### src/i2ctbw_pkg.sv
// shared types and constants for the three-byte i2c write master
// no dependencies
package i2ctbw_pkg;

  localparam int unsigned BYTE_W  = 8;
  localparam int unsigned CFG_IDX_W = 1;

  localparam logic [BYTE_W-1:0] CTRL_COMMAND  = 8'h00;
  localparam logic [BYTE_W-1:0] CTRL_DATA     = 8'h40;
  localparam logic [BYTE_W-1:0] ADDR_RESET    = 8'h78;
  localparam logic [BYTE_W-1:0] TIMEOUT_RESET = 8'd250;

  typedef enum logic [CFG_IDX_W-1:0] {
    CFG_ADDRESS = 1'b0,
    CFG_TIMEOUT = 1'b1
  } cfg_index_t;

  typedef enum logic [3:0] {
    PH_IDLE        = 4'd0,
    PH_START_SCL   = 4'd1,
    PH_BIT_SETUP   = 4'd2,
    PH_BIT_HIGH    = 4'd3,
    PH_BIT_LOW     = 4'd4,
    PH_ACK_RELEASE = 4'd5,
    PH_ACK_HIGH    = 4'd6,
    PH_ACK_POLL    = 4'd7,
    PH_STOP_LOW    = 4'd8,
    PH_STOP_RISE   = 4'd9,
    PH_STOP_END    = 4'd10,
    PH_STOP_RISE_N = 4'd11,
    PH_STOP_END_N  = 4'd12
  } phase_t;

  typedef enum logic [1:0] {
    BYTE_ADDRESS = 2'd0,
    BYTE_CONTROL = 2'd1,
    BYTE_PAYLOAD = 2'd2
  } byte_sel_t;

  typedef struct packed {
    logic scl;
    logic sda;
    logic busy;
    logic done;
    logic nack;
  } res_t;

endpackage

### src/i2ctbw_core.sv
// bus sequencer: frame state and one step per accepted tick word
// depends on i2ctbw_pkg
module i2ctbw_core import i2ctbw_pkg::*; (
  input  logic              clk,
  input  logic              rst,
  input  logic              step,
  input  logic              request,
  input  logic [BYTE_W-1:0] payload,
  input  logic              is_command,
  input  logic              sda_sample,
  input  logic [BYTE_W-1:0] address_byte,
  input  logic [BYTE_W-1:0] timeout,
  output res_t              res
);

  phase_t            phase, phase_next;
  logic [2:0]        bit_counter, bit_counter_next;
  byte_sel_t         byte_index, byte_index_next;
  logic [BYTE_W-1:0] shift_byte, shift_byte_next;
  logic [BYTE_W-1:0] held_payload, held_payload_next;
  logic [BYTE_W-1:0] held_control, held_control_next;
  logic [BYTE_W-1:0] ack_wait_count, ack_wait_count_next;
  logic [BYTE_W:0]   wait_inc;
  logic              scl, sda, done, nack;

  assign wait_inc = {1'b0, ack_wait_count} + {{BYTE_W{1'b0}}, 1'b1};

  always_comb begin
    phase_next          = phase;
    bit_counter_next    = bit_counter;
    byte_index_next     = byte_index;
    shift_byte_next     = shift_byte;
    held_payload_next   = held_payload;
    held_control_next   = held_control;
    ack_wait_count_next = ack_wait_count;
    scl  = 1'b1;
    sda  = 1'b1;
    done = 1'b0;
    nack = 1'b0;
    unique case (phase)
      PH_START_SCL: begin
        scl = 1'b0;
        sda = 1'b0;
        shift_byte_next  = address_byte;
        byte_index_next  = BYTE_ADDRESS;
        bit_counter_next = 3'd0;
        phase_next       = PH_BIT_SETUP;
      end
      PH_BIT_SETUP: begin
        scl = 1'b0;
        sda = shift_byte[BYTE_W-1];
        phase_next = PH_BIT_HIGH;
      end
      PH_BIT_HIGH: begin
        scl = 1'b1;
        sda = shift_byte[BYTE_W-1];
        phase_next = PH_BIT_LOW;
      end
      PH_BIT_LOW: begin
        scl = 1'b0;
        sda = shift_byte[BYTE_W-1];
        shift_byte_next = {shift_byte[BYTE_W-2:0], 1'b0};
        if (bit_counter == 3'd7) begin
          bit_counter_next = 3'd0;
          phase_next       = PH_ACK_RELEASE;
        end else begin
          bit_counter_next = bit_counter + 3'd1;
          phase_next       = PH_BIT_SETUP;
        end
      end
      PH_ACK_RELEASE: begin
        scl = 1'b0;
        phase_next = PH_ACK_HIGH;
      end
      PH_ACK_HIGH: begin
        ack_wait_count_next = '0;
        phase_next          = PH_ACK_POLL;
      end
      PH_ACK_POLL: begin
        if (!sda_sample) begin
          scl = 1'b0;
          unique case (byte_index)
            BYTE_ADDRESS: begin
              byte_index_next = BYTE_CONTROL;
              shift_byte_next = held_control;
              phase_next      = PH_BIT_SETUP;
            end
            BYTE_CONTROL: begin
              byte_index_next = BYTE_PAYLOAD;
              shift_byte_next = held_payload;
              phase_next      = PH_BIT_SETUP;
            end
            default: begin
              phase_next = PH_STOP_LOW;
            end
          endcase
        end else if (wait_inc > {1'b0, timeout}) begin
          scl = 1'b0;
          sda = 1'b0;
          phase_next = PH_STOP_RISE_N;
        end else begin
          ack_wait_count_next = wait_inc[BYTE_W-1:0];
        end
      end
      PH_STOP_LOW: begin
        scl = 1'b0;
        sda = 1'b0;
        phase_next = PH_STOP_RISE;
      end
      PH_STOP_RISE: begin
        sda = 1'b0;
        phase_next = PH_STOP_END;
      end
      PH_STOP_END: begin
        done = 1'b1;
        phase_next = PH_IDLE;
      end
      PH_STOP_RISE_N: begin
        sda = 1'b0;
        phase_next = PH_STOP_END_N;
      end
      PH_STOP_END_N: begin
        done = 1'b1;
        nack = 1'b1;
        phase_next = PH_IDLE;
      end
      default: begin
        phase_next = PH_IDLE;
        if (request) begin
          held_payload_next   = payload;
          held_control_next   = is_command ? CTRL_COMMAND : CTRL_DATA;
          byte_index_next     = BYTE_ADDRESS;
          bit_counter_next    = 3'd0;
          ack_wait_count_next = '0;
          sda = 1'b0;
          phase_next = PH_START_SCL;
        end
      end
    endcase
  end

  always_comb begin
    res.scl  = scl;
    res.sda  = sda;
    res.busy = (phase_next != PH_IDLE);
    res.done = done;
    res.nack = nack;
  end

  always_ff @(posedge clk) begin
    if (rst) begin
      phase          <= PH_IDLE;
      bit_counter    <= 3'd0;
      byte_index     <= BYTE_ADDRESS;
      shift_byte     <= '0;
      held_payload   <= '0;
      held_control   <= '0;
      ack_wait_count <= '0;
    end else if (step) begin
      phase          <= phase_next;
      bit_counter    <= bit_counter_next;
      byte_index     <= byte_index_next;
      shift_byte     <= shift_byte_next;
      held_payload   <= held_payload_next;
      held_control   <= held_control_next;
      ack_wait_count <= ack_wait_count_next;
    end
  end

  a_bits_only_when_sending: assert property (@(posedge clk) disable iff (rst)
    (phase == PH_BIT_SETUP || phase == PH_BIT_HIGH || phase == PH_BIT_LOW)
      |-> (byte_index != 2'd3))
    else $error("byte index out of range while sending bits");

  a_done_returns_idle: assert property (@(posedge clk) disable iff (rst)
    (step && done) |=> (phase == PH_IDLE))
    else $error("frame end did not return to idle");

  a_ack_count_cleared: assert property (@(posedge clk) disable iff (rst)
    (step && phase == PH_ACK_HIGH) |=> (ack_wait_count == '0))
    else $error("ack wait count not cleared on the clock rise");

endmodule

### src/i2ctbw_skid.sv
// two-entry output stage: result register with a skid register behind it
// depends on i2ctbw_pkg
module i2ctbw_skid import i2ctbw_pkg::*; (
  input  logic clk,
  input  logic rst,
  input  logic up_valid,
  output logic up_stall,
  input  res_t up_data,
  output logic dn_valid,
  input  logic dn_stall,
  output res_t dn_data
);

  logic main_valid, skid_valid, up_fire;
  res_t main_data, skid_data;

  assign up_stall = skid_valid;
  assign up_fire  = up_valid && !skid_valid;
  assign dn_valid = main_valid;
  assign dn_data  = main_data;

  always_ff @(posedge clk) begin
    if (rst) begin
      main_valid <= 1'b0;
      skid_valid <= 1'b0;
    end else if (!main_valid || !dn_stall) begin
      if (skid_valid) begin
        main_valid <= 1'b1;
        skid_valid <= 1'b0;
      end else begin
        main_valid <= up_fire;
      end
    end else if (up_fire) begin
      skid_valid <= 1'b1;
    end
  end

  always_ff @(posedge clk) begin
    if (!main_valid || !dn_stall) begin
      if (skid_valid) begin
        main_data <= skid_data;
      end else if (up_fire) begin
        main_data <= up_data;
      end
    end else if (up_fire) begin
      skid_data <= up_data;
    end
  end

  a_skid_behind_main: assert property (@(posedge clk) disable iff (rst)
    skid_valid |-> main_valid)
    else $error("skid word held with the result register empty");

endmodule

### src/i2c_three_byte_write_master.sv
// i2c three-byte write master: one tick word in, one line-drive word out
// output: the result word for a tick is registered in the output stage before it reaches the outputs
// throughput: one tick word per cycle while in_stall is low; a two-word output stage absorbs one stall
// reset: synchronous, active high; idle phase, registers back to 0x78 and 250
// depends on i2ctbw_pkg, i2ctbw_core, i2ctbw_skid
module i2c_three_byte_write_master import i2ctbw_pkg::*; (
  input  logic                 clk,
  input  logic                 rst,
  input  logic                 wr_en,
  input  logic [CFG_IDX_W-1:0] wr_index,
  input  logic [BYTE_W-1:0]    wr_data,
  input  logic                 in_valid,
  output logic                 in_stall,
  input  logic                 request,
  input  logic [BYTE_W-1:0]    payload,
  input  logic                 is_command,
  input  logic                 sda_sample,
  output logic                 out_valid,
  input  logic                 out_stall,
  output logic                 scl_level,
  output logic                 sda_level,
  output logic                 busy_res,
  output logic                 done_res,
  output logic                 nack
);

  logic [BYTE_W-1:0] address_byte;
  logic [BYTE_W-1:0] timeout;
  logic              step;
  res_t              step_res, out_res;

  always_ff @(posedge clk) begin
    if (rst) begin
      address_byte <= ADDR_RESET;
      timeout      <= TIMEOUT_RESET;
    end else if (wr_en) begin
      unique case (cfg_index_t'(wr_index))
        CFG_ADDRESS: address_byte <= wr_data;
        CFG_TIMEOUT: timeout      <= wr_data;
        default: ;
      endcase
    end
  end

  assign step = in_valid && !in_stall;

  i2ctbw_core u_core (
    .clk          (clk),
    .rst          (rst),
    .step         (step),
    .request      (request),
    .payload      (payload),
    .is_command   (is_command),
    .sda_sample   (sda_sample),
    .address_byte (address_byte),
    .timeout      (timeout),
    .res          (step_res)
  );

  i2ctbw_skid u_skid (
    .clk      (clk),
    .rst      (rst),
    .up_valid (in_valid),
    .up_stall (in_stall),
    .up_data  (step_res),
    .dn_valid (out_valid),
    .dn_stall (out_stall),
    .dn_data  (out_res)
  );

  assign scl_level = out_res.scl;
  assign sda_level = out_res.sda;
  assign busy_res  = out_res.busy;
  assign done_res  = out_res.done;
  assign nack      = out_res.nack;

  a_nack_with_done: assert property (@(posedge clk) disable iff (rst)
    (out_valid && nack) |-> done_res)
    else $error("nack without frame end");

  a_done_ends_busy: assert property (@(posedge clk) disable iff (rst)
    (out_valid && done_res) |-> (!busy_res && scl_level && sda_level))
    else $error("frame end without stop and release");

  a_idle_released: assert property (@(posedge clk) disable iff (rst)
    (out_valid && !busy_res) |-> scl_level)
    else $error("clock held low while idle");

endmodule

### config.mk
export PLATFORM = sky130hd
export DESIGN_NAME = i2c_three_byte_write_master
export DESIGN_NICKNAME = d
export VERILOG_FILES = /design/src/i2ctbw_pkg.sv /design/src/i2ctbw_core.sv /design/src/i2ctbw_skid.sv /design/src/i2c_three_byte_write_master.sv
export SDC_FILE = /design/constraint.sdc
export NUM_CORES = 1
export LEC_CHECK = 0
export BUFFER_PORTS_ARGS = -buffer_cell sky130_fd_sc_hd__buf_4
export CAP_MARGIN = 20
export CORE_ASPECT_RATIO = 2
export CORE_UTILIZATION = 35
export DETAILED_ROUTE_END_ITERATION = 16
export REMOVE_ABC_BUFFERS = 1
export SKIP_LAST_GASP = 1
export SYNTH_ARGS = -nofsm -noshare
export SYNTH_HDL_FRONTEND = slang
export SYNTH_HIERARCHICAL = 1
export SYNTH_SLANG_ARGS = --single-unit
### constraint.sdc
create_clock -name clk -period 2.8 [get_ports clk]
set_clock_uncertainty 0.2 [all_clocks]
set_input_delay 0.42 -clock clk [delete_from_list [all_inputs] [get_ports clk]]
set_output_delay 0.42 -clock clk [all_outputs]
set_load 0.05 [all_outputs]
# Word-level counts from Yosys, hierarchy flattened
# Cells that the tools add are included.
# Widths: inputs -> output; s select.
[op_classes] add_sub_neg=2 n_lt_le_gt_ge=1 n_eq_ne=18 n_mux=32 bitwise=6 reduce_logical=32
[op_table] op="$pmux 8 s3" count=2
[op_table] op="$pmux 4 s11" count=1
[op_table] op="$mux 8" count=4
[op_table] op="$reduce_or 10->1" count=3
[op_table] op="$eq 4x4->1 const B" count=5
[op_table] op="$eq 4x3->1 const B" count=4
[op_table] op="$pmux 8 s2" count=1
[op_table] op="$mux 4" count=3
[op_table] op="$reduce_bool 3->1" count=4
[op_table] op="$reduce_or 12->1" count=1
[op_table] op="$mux 5" count=2
[op_table] op="$reduce_and 5->1" count=2
[op_table] op="$add 8x1->9 const B" count=1
[op_table] op="$gt 9x8->1" count=1
[op_table] op="$mux 3" count=3
[op_table] op="$pmux 3 s3" count=1
[op_table] op="$eq 4x2->1 const B" count=2
[op_table] op="$mux 1" count=8
[op_table] op="$reduce_and 2->1" count=4
[op_table] op="$reduce_or 4->1" count=2
[op_table] op="$mux 7" count=1
[op_table] op="$ne 2x2->1 const B" count=3
[op_table] op="$not 1->1" count=6
[op_table] op="$pmux 2 s3" count=1
[op_table] op="other kinds (20)" count=26
[totals] register_bits=69 input_bits=25 out_inout_bits=7

# Longest topological paths before layout
[logic_depth] ltp_word=8 mapped_depth=14

# Cells and area by module
# The synthesis kept the hierarchy.
[modules_own_cells] mod="i2ctbw_core" instances=1 cells_each=288 area_per_inst_um2=2317.2 seq_area_each_um2=680.7
[modules_own_cells] mod="i2c_three_byte_write_master" instances=1 cells_each=67 area_per_inst_um2=671.9 seq_area_each_um2=320.3
[modules_own_cells] mod="i2ctbw_skid" instances=1 cells_each=24 area_per_inst_um2=456.7 seq_area_each_um2=340.3

# Worst setup path before layout
# No wires, ideal clock.
[synth_path] path_kind="flip-flop to flip-flop" startpoint="register u_core.ack_wait_count[0]" endpoint="register u_skid.main_data, in the netlist u_skid/dn_data[3] (data pin)" setup_time_ps=260 arrival_time_ps=2502 path_slack_ps=-162 path_stages_with_launch=15 path_buffers=1 synth_period_minus_slack_ps=2962 path_cell_list="dfxtp_1 ha_1 and3_1 nand3_1 or2_2 nand2_1 ha_1 nand3_1 o21bai_1 a21oi_1 nor2_1 o21ai_0 a21oi_1 buf_4 mux2_4"
[synth_between] elab_chain_cells=7
[synth_lines] item="start, declared" line_no="i2ctbw_core.sv:22" text="logic [BYTE_W-1:0] ack_wait_count, ack_wait_count_next;"
[synth_lines] item="start signal, assigned" line_no="i2ctbw_core.sv:166" text="ack_wait_count <= ack_wait_count_next;"
[synth_lines] item="$add 8x1->9" line_no="i2ctbw_core.sv:26" text="assign wait_inc = {1'b0, ack_wait_count} + {{BYTE_W{1'b0}}, 1'b1};"
[synth_lines] item="$gt 9x8->1" line_no="i2ctbw_core.sv:97" text="end else if (wait_inc > {1'b0, timeout}) begin"
[synth_lines] item="$mux 1" line_no="i2ctbw_core.sv:97"
[synth_lines] item="$mux 1" line_no="i2ctbw_core.sv:80" text="if (!sda_sample) begin"
[synth_lines] item="$pmux 1 s4" line_no="i2ctbw_core.sv:40" text="unique case (phase)"
[synth_lines] item="via u_core.sda" line_no="i2ctbw_core.sv:24" text="logic scl, sda, done, nack;"
[synth_lines] item="$mux 5" line_no="i2ctbw_skid.sv:42" text="end else if (up_fire) begin"
[synth_lines] item="$mux 5" line_no="i2ctbw_skid.sv:40" text="if (skid_valid) begin"
[synth_lines] item="end signal, assigned" line_no="i2ctbw_skid.sv:41" text="main_data <= skid_data;"
[synth_lines] item="end signal, assigned" line_no="i2ctbw_skid.sv:43" text="main_data <= up_data;"
[synth_lines] item="end, declared" line_no="i2ctbw_skid.sv:15" text="res_t main_data, skid_data;"
# The timed path passes the listed nets, and every way through them passes these cells. The select of a mux whose other input is x is not followed.
# A chain may end at the register's enable or synchronous reset.

==> results.json <==
{
  "numPortBuffers": 31,
  "required_ns": 2.68,
  "grt_max_degree": 38,
  "synth.top_cell.area_share": 0.302,
  "diodes": 0,
  "vias": 2905,
  "drt-initial-drc-count": 158,
  "synth_edf_count": 10,
  "final_common_cell": "dfxtp_1",
  "slew_headroom": 0.440,
  "crit_start": "u_core/ack_wait_count[0]",
  "fillers": 914,
  "p_sw_uw": 633,
  "max_stage_delay_ns": 0.36,
  "die-area_um2": 10300,
  "io_pins": 32,
  "htree_levels": 3,
  "cp_top_family": "compound AO/OA/AOI/OAI gates",
  "endpoint_kind": "register",
  "power_mw": 2.45,
  "sequentialPowerShare": 0.408,
  "slew_violations": 0,
  "netlist-cell-type-count": 62,
  "worstPathArrival_ns": 2.68,
  "pwr-share-clk": 0.443,
  "synth_area_leaders": "dfxtp_1, edfxtp_1, mux2i_1",
  "rsz0062_at_grt": "true",
  "synthXorXnorAreaFrac": 0.0127,
  "nNetsFinal": 448,
  "wl_per_cell_um": 15.6,
  "drive_above_1_share": 0.273,
  "hpwl_mm": 6.05,
  "yosysSeqAreaShare": 0.389,
  "rows": 50,
  "outcome": "finished, final reports clean",
  "fmax_ghz": 0.358,
  "fin_crit_ns": 2.80,
  "dieWidth_um": 72.2,
  "clockBufferDepth": 2,
  "track_usage": 0.175,
  "pwr-share-comb": 0.149,
  "clk_pin_slew_worst_paths_ns": 0.05,
  "cts-root-buf": "clkbuf_16",
  "p_sw_frac": 0.258,
  "core-area_um2": 9450,
  "antenna_found_initial": 0,
  "setup_violations": 0,
  "hold_viol_final": 0,
  "synthToLayoutAreaGrowth_pct": 26.3,
  "reg2reg_from": "u_core/ack_wait_count[0]",
  "hp-start": "payload[7]",
  "cp-start-kind": "register",
  "p_per_area_nw_per_um2": 564,
  "die_height_um": 142,
  "wl_mm": 8.54,
  "cpMostUsedCell": "nand3_4",
  "crit_chain": "buf_6 > and3_4 > nand3_4 > nor2_4 > xor2_4 > ha_4 > nand3_4 > o21bai_4 > a21oi_4 > nor3_2 > o21ai_1 > a31oi_1 > mux2_4",
  "numCtsBuffers": 9,
  "fin_crit_sh": 0.999,
  "clock-sinks": 62,
  "synth_compound_area_frac": 0.192,
  "ant_nets": 0,
  "yosys.area_share.simple": 0.215,
  "yosys.area.top_type": "dfxtp_1",
  "leakagePower_nw": 1.76,
  "crit_path_top_delay_cell": "dfxtp_4",
  "path_buf_inv": 1,
  "synth_ff_type": "dfxtp_1",
  "grt_pass1_vias": 2805,
  "async_reset_ff_frac": 0,
  "via_per_inst": 5.31,
  "drc": 0,
  "tns_ns": 0,
  "worstSetupPathType": "reg2reg",
  "syn_avg_cell_area_um2": 9.09,
  "maxCapViolations": 0,
  "synthAdderAreaFrac": 0.0399,
  "most-common-layout-cells": "dfxtp_1, buf_4, nor2_1",
  "p_int_mw": 1.82,
  "syn_inst": 379,
  "ys_ff_latch": 62,
  "netlist_area_um2": 3450,
  "hp-class": "in2reg",
  "clk_latency_ns": 0.33,
  "grt_pass1_wl_mm": 13.7,
  "initial_core_util": 0.365,
  "hold_buffers": 0,
  "yosys_warnings": 6,
  "tightest_slew_ns": 0.838,
  "overflow": 0,
  "synth_top_family_by_area": "simple AND/OR/NAND/NOR gates",
  "synth_mux_area_frac": 0.0857,
  "worstPathMaxFanout": 5,
  "gp_congestion": 0.859,
  "firstDrtPassIters": 4,
  "tritoncts": "yes",
  "ir_drop_v": 0.000378
}
-- cell type report --
class / instances / area, µm² / share of cell area
repair buffers: 51 / 390 / 0.0897
clock buffers: 11 / 243 / 0.0558
flip-flops and latches: 62 / 1350 / 0.309
clock inverters: 5 / 48.8 / 0.0112
well taps: 130 / 163 / 0.0374
multi-input cells: 278 / 2120 / 0.488
inverters: 10 / 37.5 / 0.00863
-- cells by family after synthesis --
family | after synthesis
mux | 27
xor+xnor | 5
flops | 62
fa+ha+maj | 11
compound gates | 97
simple gates | 138
buf+inv | 39
-- cells in the mapped netlist (7+ instances only) --
master / count
a211oi_1: 15
a21oi_1: 30
buf_2: 8
buf_4: 8
clkbuf_1: 7
dfxtp_1: 52
edfxtp_1: 10
ha_1: 11
inv_1: 10
mux2i_1: 22
nand2_1: 25
nand2b_1: 19
nand3_1: 8
nand3b_1: 7
nor2_1: 40
o21ai_0: 9
-- power by group through the flow --
stage	clock (mW)	combinational, mW	sequential (mW)
global route	1.16	0.400	1.01
finish	1.09	0.366	1.00
floorplan	0	0.196	1.05
detailed placement	0	0.352	1.02
CTS	1.11	0.356	1.00
global placement	0	0.346	1.02
-- metrics by stage --
stage                     std cells  area, µm²  hold slack [ns]   util  worst slack, ns
after CTS                       545       4160            0.115  0.441          0.00816
after global routing            547       4350            0.139  0.461           -0.108
final                           547       4350            0.120  0.461          0.00354
after global placement          529       3790            0.256  0.401          -0.0778
after detailed placement        529       3790            0.261  0.401           -0.170
after floorplan                 350       3260            0.230      -          -0.0554
-- tightest hold or removal path: stages --
cell and delay, ns:
buf_4 0.07, mux2i_1 0.05, nor2_1 0.07
-- final timing paths --
kind	end	slack, ns	cells past startpoint
worst min register to register	u_core/held_control[6]	0.27	2
worst max-delay path	u_skid/dn_data[4]	0.004	13
worst min-delay path	u_core/held_payload[7]	0.12	3
worst max register to register	u_skid/dn_data[4]	0.004	13
-- registers in the layout, indices dropped and copies added (netlist names) --
| register | cells |
|---|---|
| u_skid/skid_data | 5 |
| u_core/phase | 4 |
| u_skid/dn_data | 5 |
| u_core/bit_counter | 3 |
| timeout | 8 |
| address_byte | 8 |
| u_core/ack_wait_count | 8 |
| u_skid/up_stall | 1 |
| u_core/held_control | 1 |
| u_core/byte_index | 2 |
| u_core/held_payload | 8 |
| u_core/shift_byte | 8 |
| u_skid/dn_valid | 1 |
-- what timing repair did --
action	in CTS	in global routing
setup buffers	0	2
gates resized for setup	20	28
pin swaps	9	11
setup endpoints to repair	10	13
endpoints found under the hold margin	0	0
-- metal layers --
| metal | vias up | routed length [µm] | track usage |
|---|---|---|---|
| met4 | 0 | 302 | 0.0918 |
| met5 | - | 0 | 0 |
| li1 | 1438 | - | - |
| met2 | 70 | 4710 | 0.330 |
| met1 | 1372 | 3250 | 0.170 |
| met3 | 25 | 270 | 0.0425 |
(Power assumes the default switching activity.)
